[config.mk]
export PLATFORM = sky130hd
export DESIGN_NAME = fifo_queue_with_search
export DESIGN_NICKNAME = d
export VERILOG_FILES = /design/src/rtl/fqs_pkg.sv /design/src/rtl/fqs_cell.sv /design/src/rtl/fifo_queue_with_search.sv
export SDC_FILE = /design/constraint.sdc
export NUM_CORES = 1
export LEC_CHECK = 0
export BUFFER_PORTS_ARGS = -buffer_cell sky130_fd_sc_hd__buf_2
export CAP_MARGIN = 30
export CORE_UTILIZATION = 60
export DETAILED_ROUTE_END_ITERATION = 8
export GPL_TIMING_DRIVEN = 0
export HOLD_SLACK_MARGIN = 0.1
export PLACE_DENSITY = 0.78
export SLEW_MARGIN = 20
export SYNTH_ARGS = -nofsm -noshare
export SYNTH_HDL_FRONTEND = slang
export SYNTH_SLANG_ARGS = --single-unit
[constraint.sdc]
create_clock -name i_clk -period 15.51 [get_ports i_clk]
set_input_delay 1.551 -clock i_clk [delete_from_list [all_inputs] [get_ports i_clk]]
set_output_delay 1.551 -clock i_clk [all_outputs]
set_load 0.01 [all_outputs]
[src/rtl/fqs_pkg.sv]
package fqs_pkg;

    localparam int DEPTH_DEFAULT = 16;
    localparam int VALUE_W       = 32;
    localparam int COUNT_W       = 5;
    localparam int CMD_W         = 2;
    localparam int STATUS_W      = 2;

    typedef enum logic [CMD_W-1:0] {
        CMD_PUSH   = 2'd0,
        CMD_POP    = 2'd1,
        CMD_SEARCH = 2'd2
    } t_command;

    typedef enum logic [STATUS_W-1:0] {
        ST_OK    = 2'd0,
        ST_FULL  = 2'd1,
        ST_EMPTY = 2'd2
    } t_status;

    // Per-beat control that every cell in the row sees.
    typedef struct packed {
        logic push;
        logic pop;
    } t_cell_ctrl;

endpackage

[src/rtl/fqs_cell.sv]
module fqs_cell (
    input  logic                              i_clk,
    input  logic                              i_rst_n,
    input  fqs_pkg::t_cell_ctrl               i_ctrl,
    input  logic signed [fqs_pkg::VALUE_W-1:0] i_value,
    input  logic                              i_prev_valid,
    input  logic signed [fqs_pkg::VALUE_W-1:0] i_next_data,
    input  logic                              i_next_valid,
    output logic signed [fqs_pkg::VALUE_W-1:0] o_data,
    output logic                              o_valid,
    output logic                              o_match
);

    logic signed [fqs_pkg::VALUE_W-1:0] r_data;
    logic                               r_valid;
    logic                               write_here;

    // The first empty cell after the occupied run takes a pushed value.
    // A full row has no such cell, so a push on full drops by itself.
    assign write_here = i_ctrl.push && !r_valid && i_prev_valid;

    always_ff @(posedge i_clk) begin
        if (!i_rst_n) begin
            r_valid <= 1'b0;
        end else if (i_ctrl.pop) begin
            r_valid <= i_next_valid;
        end else if (write_here) begin
            r_valid <= 1'b1;
        end
    end

    always_ff @(posedge i_clk) begin
        if (i_ctrl.pop) begin
            r_data <= i_next_data;
        end else if (write_here) begin
            r_data <= i_value;
        end
    end

    assign o_data  = r_data;
    assign o_valid = r_valid;
    assign o_match = r_valid && (r_data == i_value);

endmodule

[src/rtl/fifo_queue_with_search.sv]
// Bounded first-in first-out queue of signed 32-bit values with a key search.
// Input channel: i_valid / o_stall carry one command per beat (i_command,
// i_value): push the value at the tail, pop the head, or search for the value
// among the stored entries. Command code 3 changes nothing.
// Output channel: o_valid / i_stall carry exactly one result beat per command:
// head and tail values after the command (zero when empty), the entry count,
// the found flag of a search, and a status (ok, push dropped on full, pop on
// empty).
// The entries live in a row of DEPTH cells, head in cell 0. A pop shifts
// every cell one place toward the head; a push fills the first empty cell.
// Every cell compares its entry against the key, so a search needs no scan.
// A result beat is registered and shows in the cycle after its command is
// accepted; a command enters every cycle while the receiver takes results.
// While a result waits under i_stall, o_stall is high and no command enters.
// Reset empties the queue and drops any pending result beat.
module fifo_queue_with_search #(
    parameter int DEPTH = fqs_pkg::DEPTH_DEFAULT
) (
    input  logic                                i_clk,
    input  logic                                i_rst_n,
    input  logic                                i_valid,
    output logic                                o_stall,
    input  logic [fqs_pkg::CMD_W-1:0]           i_command,
    input  logic signed [fqs_pkg::VALUE_W-1:0]  i_value,
    output logic                                o_valid,
    input  logic                                i_stall,
    output logic signed [fqs_pkg::VALUE_W-1:0]  o_front_value,
    output logic signed [fqs_pkg::VALUE_W-1:0]  o_back_value,
    output logic [fqs_pkg::COUNT_W-1:0]         o_entry_count,
    output logic                                o_found,
    output logic [fqs_pkg::STATUS_W-1:0]        o_status
);

    localparam int CW = $clog2(DEPTH + 1);

    logic                                accept;
    fqs_pkg::t_cell_ctrl                 ctrl;
    logic signed [fqs_pkg::VALUE_W-1:0]  cell_data  [DEPTH];
    logic [DEPTH-1:0]                    cell_valid;
    logic [DEPTH-1:0]                    cell_match;

    logic [CW-1:0]                       r_count;
    logic [CW-1:0]                       n_count;
    logic signed [fqs_pkg::VALUE_W-1:0]  r_back;
    logic signed [fqs_pkg::VALUE_W-1:0]  n_back;
    logic                                full;
    logic                                empty;
    logic                                is_search;
    fqs_pkg::t_status                    status;
    logic signed [fqs_pkg::VALUE_W-1:0]  front;
    logic [31:0]                         count_ext;

    logic                                r_out_valid;
    logic signed [fqs_pkg::VALUE_W-1:0]  r_front_value;
    logic signed [fqs_pkg::VALUE_W-1:0]  r_back_value;
    logic [fqs_pkg::COUNT_W-1:0]         r_entry_count;
    logic                                r_found;
    logic [fqs_pkg::STATUS_W-1:0]        r_status;

    assign o_stall = r_out_valid && i_stall;
    assign accept  = i_valid && !o_stall;
    assign full    = (r_count == CW'(DEPTH));
    assign empty   = (r_count == '0);

    always_comb begin
        ctrl      = '0;
        status    = fqs_pkg::ST_OK;
        is_search = 1'b0;
        n_count   = r_count;
        n_back    = r_back;
        unique case (i_command)
            fqs_pkg::CMD_PUSH: begin
                if (full) begin
                    status = fqs_pkg::ST_FULL;
                end else begin
                    ctrl.push = accept;
                    n_count   = r_count + 1'b1;
                    n_back    = i_value;
                end
            end
            fqs_pkg::CMD_POP: begin
                if (empty) begin
                    status = fqs_pkg::ST_EMPTY;
                end else begin
                    ctrl.pop = accept;
                    n_count  = r_count - 1'b1;
                end
            end
            fqs_pkg::CMD_SEARCH: begin
                is_search = 1'b1;
            end
            default: begin
            end
        endcase
    end

    genvar g;
    generate
        for (g = 0; g < DEPTH; g++) begin : g_cell
            logic                               prev_valid;
            logic signed [fqs_pkg::VALUE_W-1:0] next_data;
            logic                               next_valid;

            if (g == 0) begin : g_first
                assign prev_valid = 1'b1;
            end else begin : g_mid
                assign prev_valid = cell_valid[g-1];
            end

            if (g == DEPTH - 1) begin : g_last
                assign next_data  = '0;
                assign next_valid = 1'b0;
            end else begin : g_inner
                assign next_data  = cell_data[g+1];
                assign next_valid = cell_valid[g+1];
            end

            fqs_cell u_cell (
                .i_clk        (i_clk),
                .i_rst_n      (i_rst_n),
                .i_ctrl       (ctrl),
                .i_value      (i_value),
                .i_prev_valid (prev_valid),
                .i_next_data  (next_data),
                .i_next_valid (next_valid),
                .o_data       (cell_data[g]),
                .o_valid      (cell_valid[g]),
                .o_match      (cell_match[g])
            );
        end
    endgenerate

    // Head value after this beat, taken from the cells before they update.
    always_comb begin
        if (n_count == '0) begin
            front = '0;
        end else if (ctrl.pop) begin
            front = cell_data[1];
        end else if (ctrl.push && empty) begin
            front = i_value;
        end else begin
            front = cell_data[0];
        end
    end

    assign count_ext = 32'(n_count);

    always_ff @(posedge i_clk) begin
        if (!i_rst_n) begin
            r_count     <= '0;
            r_out_valid <= 1'b0;
        end else begin
            if (accept) begin
                r_count <= n_count;
            end
            if (accept) begin
                r_out_valid <= 1'b1;
            end else if (!i_stall) begin
                r_out_valid <= 1'b0;
            end
        end
    end

    always_ff @(posedge i_clk) begin
        if (accept) begin
            r_back        <= n_back;
            r_front_value <= front;
            r_back_value  <= (n_count == '0) ? '0 : n_back;
            r_entry_count <= count_ext[fqs_pkg::COUNT_W-1:0];
            r_found       <= is_search && (|cell_match);
            r_status      <= status;
        end
    end

    assign o_valid       = r_out_valid;
    assign o_front_value = r_front_value;
    assign o_back_value  = r_back_value;
    assign o_entry_count = r_entry_count;
    assign o_found       = r_found;
    assign o_status      = r_status;

endmodule

==> metrics.yaml, run 1 <==
floorplan:
  initial_core_util: 0.612
  fp.coreArea_mm2: 0.0516
  fp.dieW_um: 231
  pin_count: 112
  dieArea_mm2: 0.0535
  placementRows: 83
  die_h_um: 231
sta:
  final-hold-violation-count: 0
  min_period_ps: 4300
  fin_setup_tns_ps: 0
  setup_violations: 0
  slew_headroom: 0.261
  fmax_mhz: 233
  finClkSkew_ps: 12.6
  grt_setup_unrepaired: "false"
  worst_slew_pin_slew_ps: 1100
  maxSlewViolCount: 0
  finalCritPeriodShare: 0.277
clocking:
  cts_hold_buf: 0
  cts_setup_buffers: 0
  cts_tree: "yes"
  worstSkewPairLatency_ps: 610
  clkTransAtPathRegs_ps: 60
  cts_resized: 0
  clock-sinks: 638
  cts_made_buffers: 70
  cts_max_level: 3
  cts_root_buf: "clkbuf_16"
  cts_buffer_depth: 3
synthesis:
  yosys_warnings: 0
  synth_ff_type: "edfxtp_1"
  ys_ff_latch: 638
  synth-edff-count: 584
  netlist_instances: 2529
  syn_area_mm2: 0.0316
  ys_types: 53
  synth_seq_area_share: 0.590
  avgSynthCellArea_um2: 12.5
  async_flop_share: 0
  syn_nets: 2569
worst_setup_path:
  cp.arrival_ps: 4800
  cp-start-kind: "primary input"
  crit_chain: "buf_2 -> a21bo_2 -> buf_2 -> clkinv_4 -> nand2_1 -> buf_2 -> clkbuf_1 -> nand2_2 -> o221a_2"
  slowest_stage: "nand2_2"
  cp_slowest_stage_delay_ps: 680
  crit_buf_inv: 5
  worst_setup_path_end_kind: "flop"
  critPathTopFamily: "buffers and inverters"
  crit_fanout: 33
  cp.required_ps: 16010
  crit_top_cell: "buf_2"
  crit_type: "primary input to flop"
detailed_routing:
  dr.pass1.iters: 5
  drt-vias-per-instance: 6.22
  post-route-drc-count: 0
  drt_iter0_drc: 2200
  postRouteWirelength_mm: 97.4
  vias: 21300
  wl_per_cell_um: 28.4
  ant_nets: 0
placed_design:
  gp_congestion: 1.03
  dp_hpwl_mm: 76.9
  port_buffers: 80
finish:
  final_common_cell: "edfxtp_1"
  drive_gt1_frac: 0.107
  antenna_cells: 0
  fin_nets: 2733
  final_cell_mix: "edfxtp_1 (584), xor2_1 (487), a21o_1 (480)"
  synthToLayoutAreaGrowth_pct: 11.4
  fillers: 3671
hold_path:
  min_path_type: "flop to flop"
pwr:
  power_leakage_nw: 14.6
  switchingPower_mw: 1.09
  p_int_mw: 3.08
  p_total_mw: 4.17
  pwr-share-comb: 0.129
  peakVddDrop_uv: 94.8
  switching_share: 0.261
  clkPwrFrac: 0.383
  pwr-share-seq: 0.488
  power.density_mw_per_mm2: 119
run_status:
  status: "completed"
global_routing:
  grt_overflow: 0
  grt_antenna_before_repair: 1
  grt_pass1_wl_mm: 138
  grt_max_degree: 94
  grt_pass1_vias: 21000
  track_usage: 0.365
run:
  drv_cap: 0
routing by layer:
layer / vias up / wire [um] / GRT usage / share of wire
met5: - / 13 / 0 / 0.00013
met4: 2 / 9180 / 0.309 / 0.094
met3: 284 / 6620 / 0.0500 / 0.068
met2: 1028 / 47100 / 0.608 / 0.48
met1: 10500 / 34500 / 0.420 / 0.35
li1: 9483 / - / - / -
power groups by stage:
stage,clock network [mW],registers [mW],logic (mW)
finish,1.60,2.04,0.540
CTS,1.59,2.04,0.528
floorplan,0,2.08,0.322
global placement,0,2.07,0.506
detailed placement,0,2.07,0.523
global route,1.66,2.04,0.569
synthesized netlist by cell type, drive strengths merged (2+ instances only):
library cell	count	area, um2
a221oi	2	17.5
clkbuf	179	672
o221a	14	158
nor2	51	199
nor4	116	726
a21o	480	3600
nor3b	2	15.0
nand3b	14	105
mux2i	34	344
or3	2	12.5
ha	2	25.0
edfxtp	584	17500
nand2b	2	12.5
xnor2	24	210
o21a	2	15.0
inv	11	41.3
buf	48	275
o21ai	3	15.0
xor2	487	4270
nand2	182	683
a211oi	32	380
dfxtp	54	1080
a21oi	70	350
nand4	17	106
a21boi	2	15.0
nand3	33	165
and2	33	206
o22ai	2	12.5
nor3	29	150
or2	3	18.8
through the flow:
stage / hold slack, ps / instances / setup slack [ps] / util / cell area (um2)
after floorplan: 462 / 2529 / 8430 / - / 31600
after global placement: 471 / 3289 / 5560 / 0.636 / 32800
after detailed placement: 477 / 3295 / 10520 / 0.639 / 33000
after CTS: 485 / 3422 / 11110 / 0.680 / 35100
after global routing: 500 / 3428 / 11030 / 0.682 / 35200
final: 483 / 3428 / 11210 / 0.682 / 35200
state kept, by name, summed over array words and instances (netlist names):
register and count:
o_found 1, r_count 5, o_front_value 32, g_cell.u_cell.o_data 512, o_valid 1, g_cell.u_cell.o_valid 16, o_status 2, o_entry_count 5
r_back 32, o_back_value 32
cell families (layout without fill, tap and decap cells):
| logic type | after synthesis | count (layout) | share of synthesized area |
|---|---|---|---|
| buffers and inverters | 239 | 458 | 0.0314 |
| DFF | 638 | 638 | 0.590 |
| xor gates and xnor gates | 511 | 511 | 0.142 |
| adders and majority gates | 2 | 2 | 0.000793 |
| and+or+nand+nor | 488 | 488 | 0.0779 |
| AOI/OAI and AO/OA | 617 | 617 | 0.147 |
| muxes | 34 | 34 | 0.0109 |
final cells by class:
| cell class | instances | area [um2] | share of cell area |
|---|---|---|---|
| clock buffer | 96 | 1930 | 0.0550 |
| timing repair buffer | 92 | 566 | 0.0161 |
| clock inverter | 31 | 203 | 0.00576 |
| buffer | 227 | 947 | 0.0269 |
| tap | 680 | 851 | 0.0242 |
| multi-input combinational | 1652 | 12000 | 0.341 |
| sequential | 638 | 18600 | 0.529 |
| inverter | 12 | 50.0 | 0.00142 |
worst register-to-register path, delay by kind of cell, from the launching register on:
kind,cells,cell delay (ps)
AOI/OAI and AO/OA,1,460
and+or+nand+nor,4,1480
DFF,1,350
adders and majority gates,1,260
buffers and inverters,3,1030
final timing paths:
| check | start | cells past startpoint | slack (ps) | to |
|---|---|---|---|---|
| hold / removal | g_cell[15].u_cell.o_data[24] | 2 | 480 | g_cell[15].u_cell.o_data[24] |
| setup reg to reg | r_count[0] | 9 | 11820 | g_cell[10].u_cell.o_valid |
| hold reg to reg | g_cell[15].u_cell.o_data[24] | 2 | 480 | g_cell[15].u_cell.o_data[24] |
| setup / recovery | i_valid | 9 | 11210 | g_cell[10].u_cell.o_valid |
No activity file was read; power rests on OpenSTA's default activity.
==> run 2, diff against run 1 <==
==> constraint.sdc (replaced) <==
create_clock -name i_clk -period 4.2 [get_ports i_clk]
set_input_delay 0.42 -clock i_clk [delete_from_list [all_inputs] [get_ports i_clk]]
set_output_delay 0.42 -clock i_clk [all_outputs]
set_load 0.01 [all_outputs]
==> run 2 against run 1 <==
Compared with the run above: cell count did not move; via count is 0.15% lower; combinational power increased to 3.7 times the previous value; highest routed layer unchanged; die area is the same; wire length shrank 1.3%; largest cell class unchanged.
==> metrics.yaml, run 2 (same netlist as run 1, synthesis figures left out) <==
worst_setup_path:
  crit_top_cell: "buf_2"
  cp-start-kind: "primary input"
  worst_setup_path_end_kind: "flop"
  crit_fanout: 33
  crit_chain: "dlygate4sd3_1 -> buf_2 -> a21bo_2 -> buf_2 -> clkinv_4 -> nand2_1 -> buf_2 -> clkbuf_1 -> nand2_2 -> o221a_2"
  r2r_end: "g_cell[10].u_cell.o_valid"
  slowest_stage: "nand2_2"
  cp.arrival_ps: 4240
  rr_worst_depth: 9
  cp.required_ps: 4690
  cp_slowest_stage_delay_ps: 680
  crit_type: "primary input to flop"
  reg2reg_from: "r_count[0]"
  ff2ff_setup_slack_ps: 450
detailed_routing:
  postRouteWirelength_mm: 96.1
  vias: 21300
  drt-vias-per-instance: 6.22
  post-route-drc-count: 0
  dr.pass1.iters: 7
  ant_nets: 0
  wl_met2_mm: 46.2
  wl_met1_mm: 34.7
  wl_per_cell_um: 28.0
  maxUsedRoutingLayer: "met5"
  drt_iter0_drc: 2284
  dr_wl_met3_mm: 6.18
clocking:
  cts_tree: "yes"
  worstSkewPairLatency_ps: 620
  cts_setup_buffers: 0
  cts_buffer_depth: 3
  clkTransAtPathRegs_ps: 60
  cts_made_buffers: 69
  clock-sinks: 638
  cts_root_buf: "clkbuf_16"
  cts_resized: 0
  cts_max_level: 3
sta:
  min_period_ps: 3750
  setup_violations: 0
  slew_headroom: 0.276
  fmax_mhz: 266
  layout_setup_ws_ps: 447
  grt_setup_unrepaired: "false"
  worst_slew_pin_slew_ps: 1090
  finClkSkew_ps: 20.2
  finalCritPeriodShare: 0.894
  final-hold-violation-count: 0
  maxSlewViolCount: 0
  fin_setup_tns_ps: 0
placed_design:
  dp_hpwl_mm: 75.6
  gp_congestion: 1.06
  dpl_worst_slack_ps: 330
  port_buffers: 80
finish:
  final_common_cell: "edfxtp_1"
  final_cell_mix: "edfxtp_1 (584), xor2_1 (487), a21o_1 (480)"
  synthToLayoutAreaGrowth_pct: 11.7
  drive_gt1_frac: 0.109
  fillers: 3666
  largest_reg_flops: 512
  fin_nets: 2736
pwr:
  p_total_mw: 15.6
  power_leakage_nw: 14.6
  power.density_mw_per_mm2: 442
  peakVddDrop_uv: 315
floorplan:
  pin_count: 112
  dieArea_mm2: 0.0535
  placementRows: 83
  fp.coreArea_mm2: 0.0516
  initial_core_util: 0.612
  die_h_um: 231
  fp.dieW_um: 231
global_routing:
  grt_pass1_wl_mm: 137
  track_usage: 0.363
  grt_max_degree: 95
  grt_pass1_vias: 21200
  grt_overflow: 0
  grt_antenna_before_repair: 1
hold_path:
  min_path_type: "primary input to flop"
  holdCritStartpoint: "i_stall"
  min_to: "o_valid"
  holdPathStages: 3
run:
  drv_cap: 0
run_status:
  status: "completed"
-- run 2: changes by cell type in the layout (fill, tap and decap cells not counted), moves of 3 or more --
cell | previous run | this run
clkbuf_1 | 200 | 194
inv_6 | 4 | 1
bufinv_16 | 2 | 6
clkinv_1 | 14 | 11
-- run 2: critical path: cells and delay by family --
kind                   cells  cell delay (ps)
buffers and inverters      6             2030
and+or+nand+nor            2             1130
AOI/OAI and AO/OA          2              640
-- run 2: cell type report --
class | count | area, um2 | area share
antenna | 2 | 5.00 | 0.000142
sequential | 638 | 18600 | 0.528
inverter | 12 | 50.0 | 0.00142
multi-input combinational | 1652 | 12000 | 0.341
tap | 680 | 851 | 0.0241
clock buffer | 90 | 1890 | 0.0535
buffer | 227 | 947 | 0.0269
clock inverter | 31 | 295 | 0.00837
timing repair buffer | 96 | 596 | 0.0169
-- run 2: timing repair --
item	CTS	global route
endpoints found under the setup margin	0	0
hold buffers	2	0
endpoints found under the hold margin	3	0
-- run 2: metal layers --
layer  global-route usage  up-vias
li1                     -     9493
met1                0.425    10500
met2                0.596     1028
met3               0.0443      290
met4                0.310        2
met5                    0        -
-- run 2: power breakdown --
| group | total [mW] | internal [mW] | leakage (nW) | switching [mW] |
|---|---|---|---|---|
| sequential | 7.52 | 7.36 | 5.82 | 0.162 |
| combinational | 1.99 | 0.679 | 7.71 | 1.31 |
| clock | 6.07 | 3.53 | 1.08 | 2.54 |
-- run 2: worst max-delay path by stage --
stage | from | endpoint | slack (ps) | cells after the start
4_1_cts | r_count[0] | g_cell[13].u_cell.o_valid | 480 | 9
3_3_place_gp | i_valid | g_cell[0].u_cell.o_data[7] | -1730 | 9
6_report | i_valid | g_cell[10].u_cell.o_valid | 450 | 10
3_5_place_dp | i_value[25] | o_found | 330 | 7
5_1_grt | r_count[0] | g_cell[11].u_cell.o_valid | 200 | 9
2_1_floorplan | i_valid | g_cell[0].u_cell.o_data[0] | 120 | 8
-- run 2: stage by stage --
stage,hold WS (ps),util,cell area [um2],cells
floorplan,462,-,31600,2529
global placement,472,0.636,32800,3289
detailed placement,478,0.638,33000,3295
CTS,145,0.681,35200,3418
global route,187,0.683,35300,3426
finish,168,0.683,35300,3428
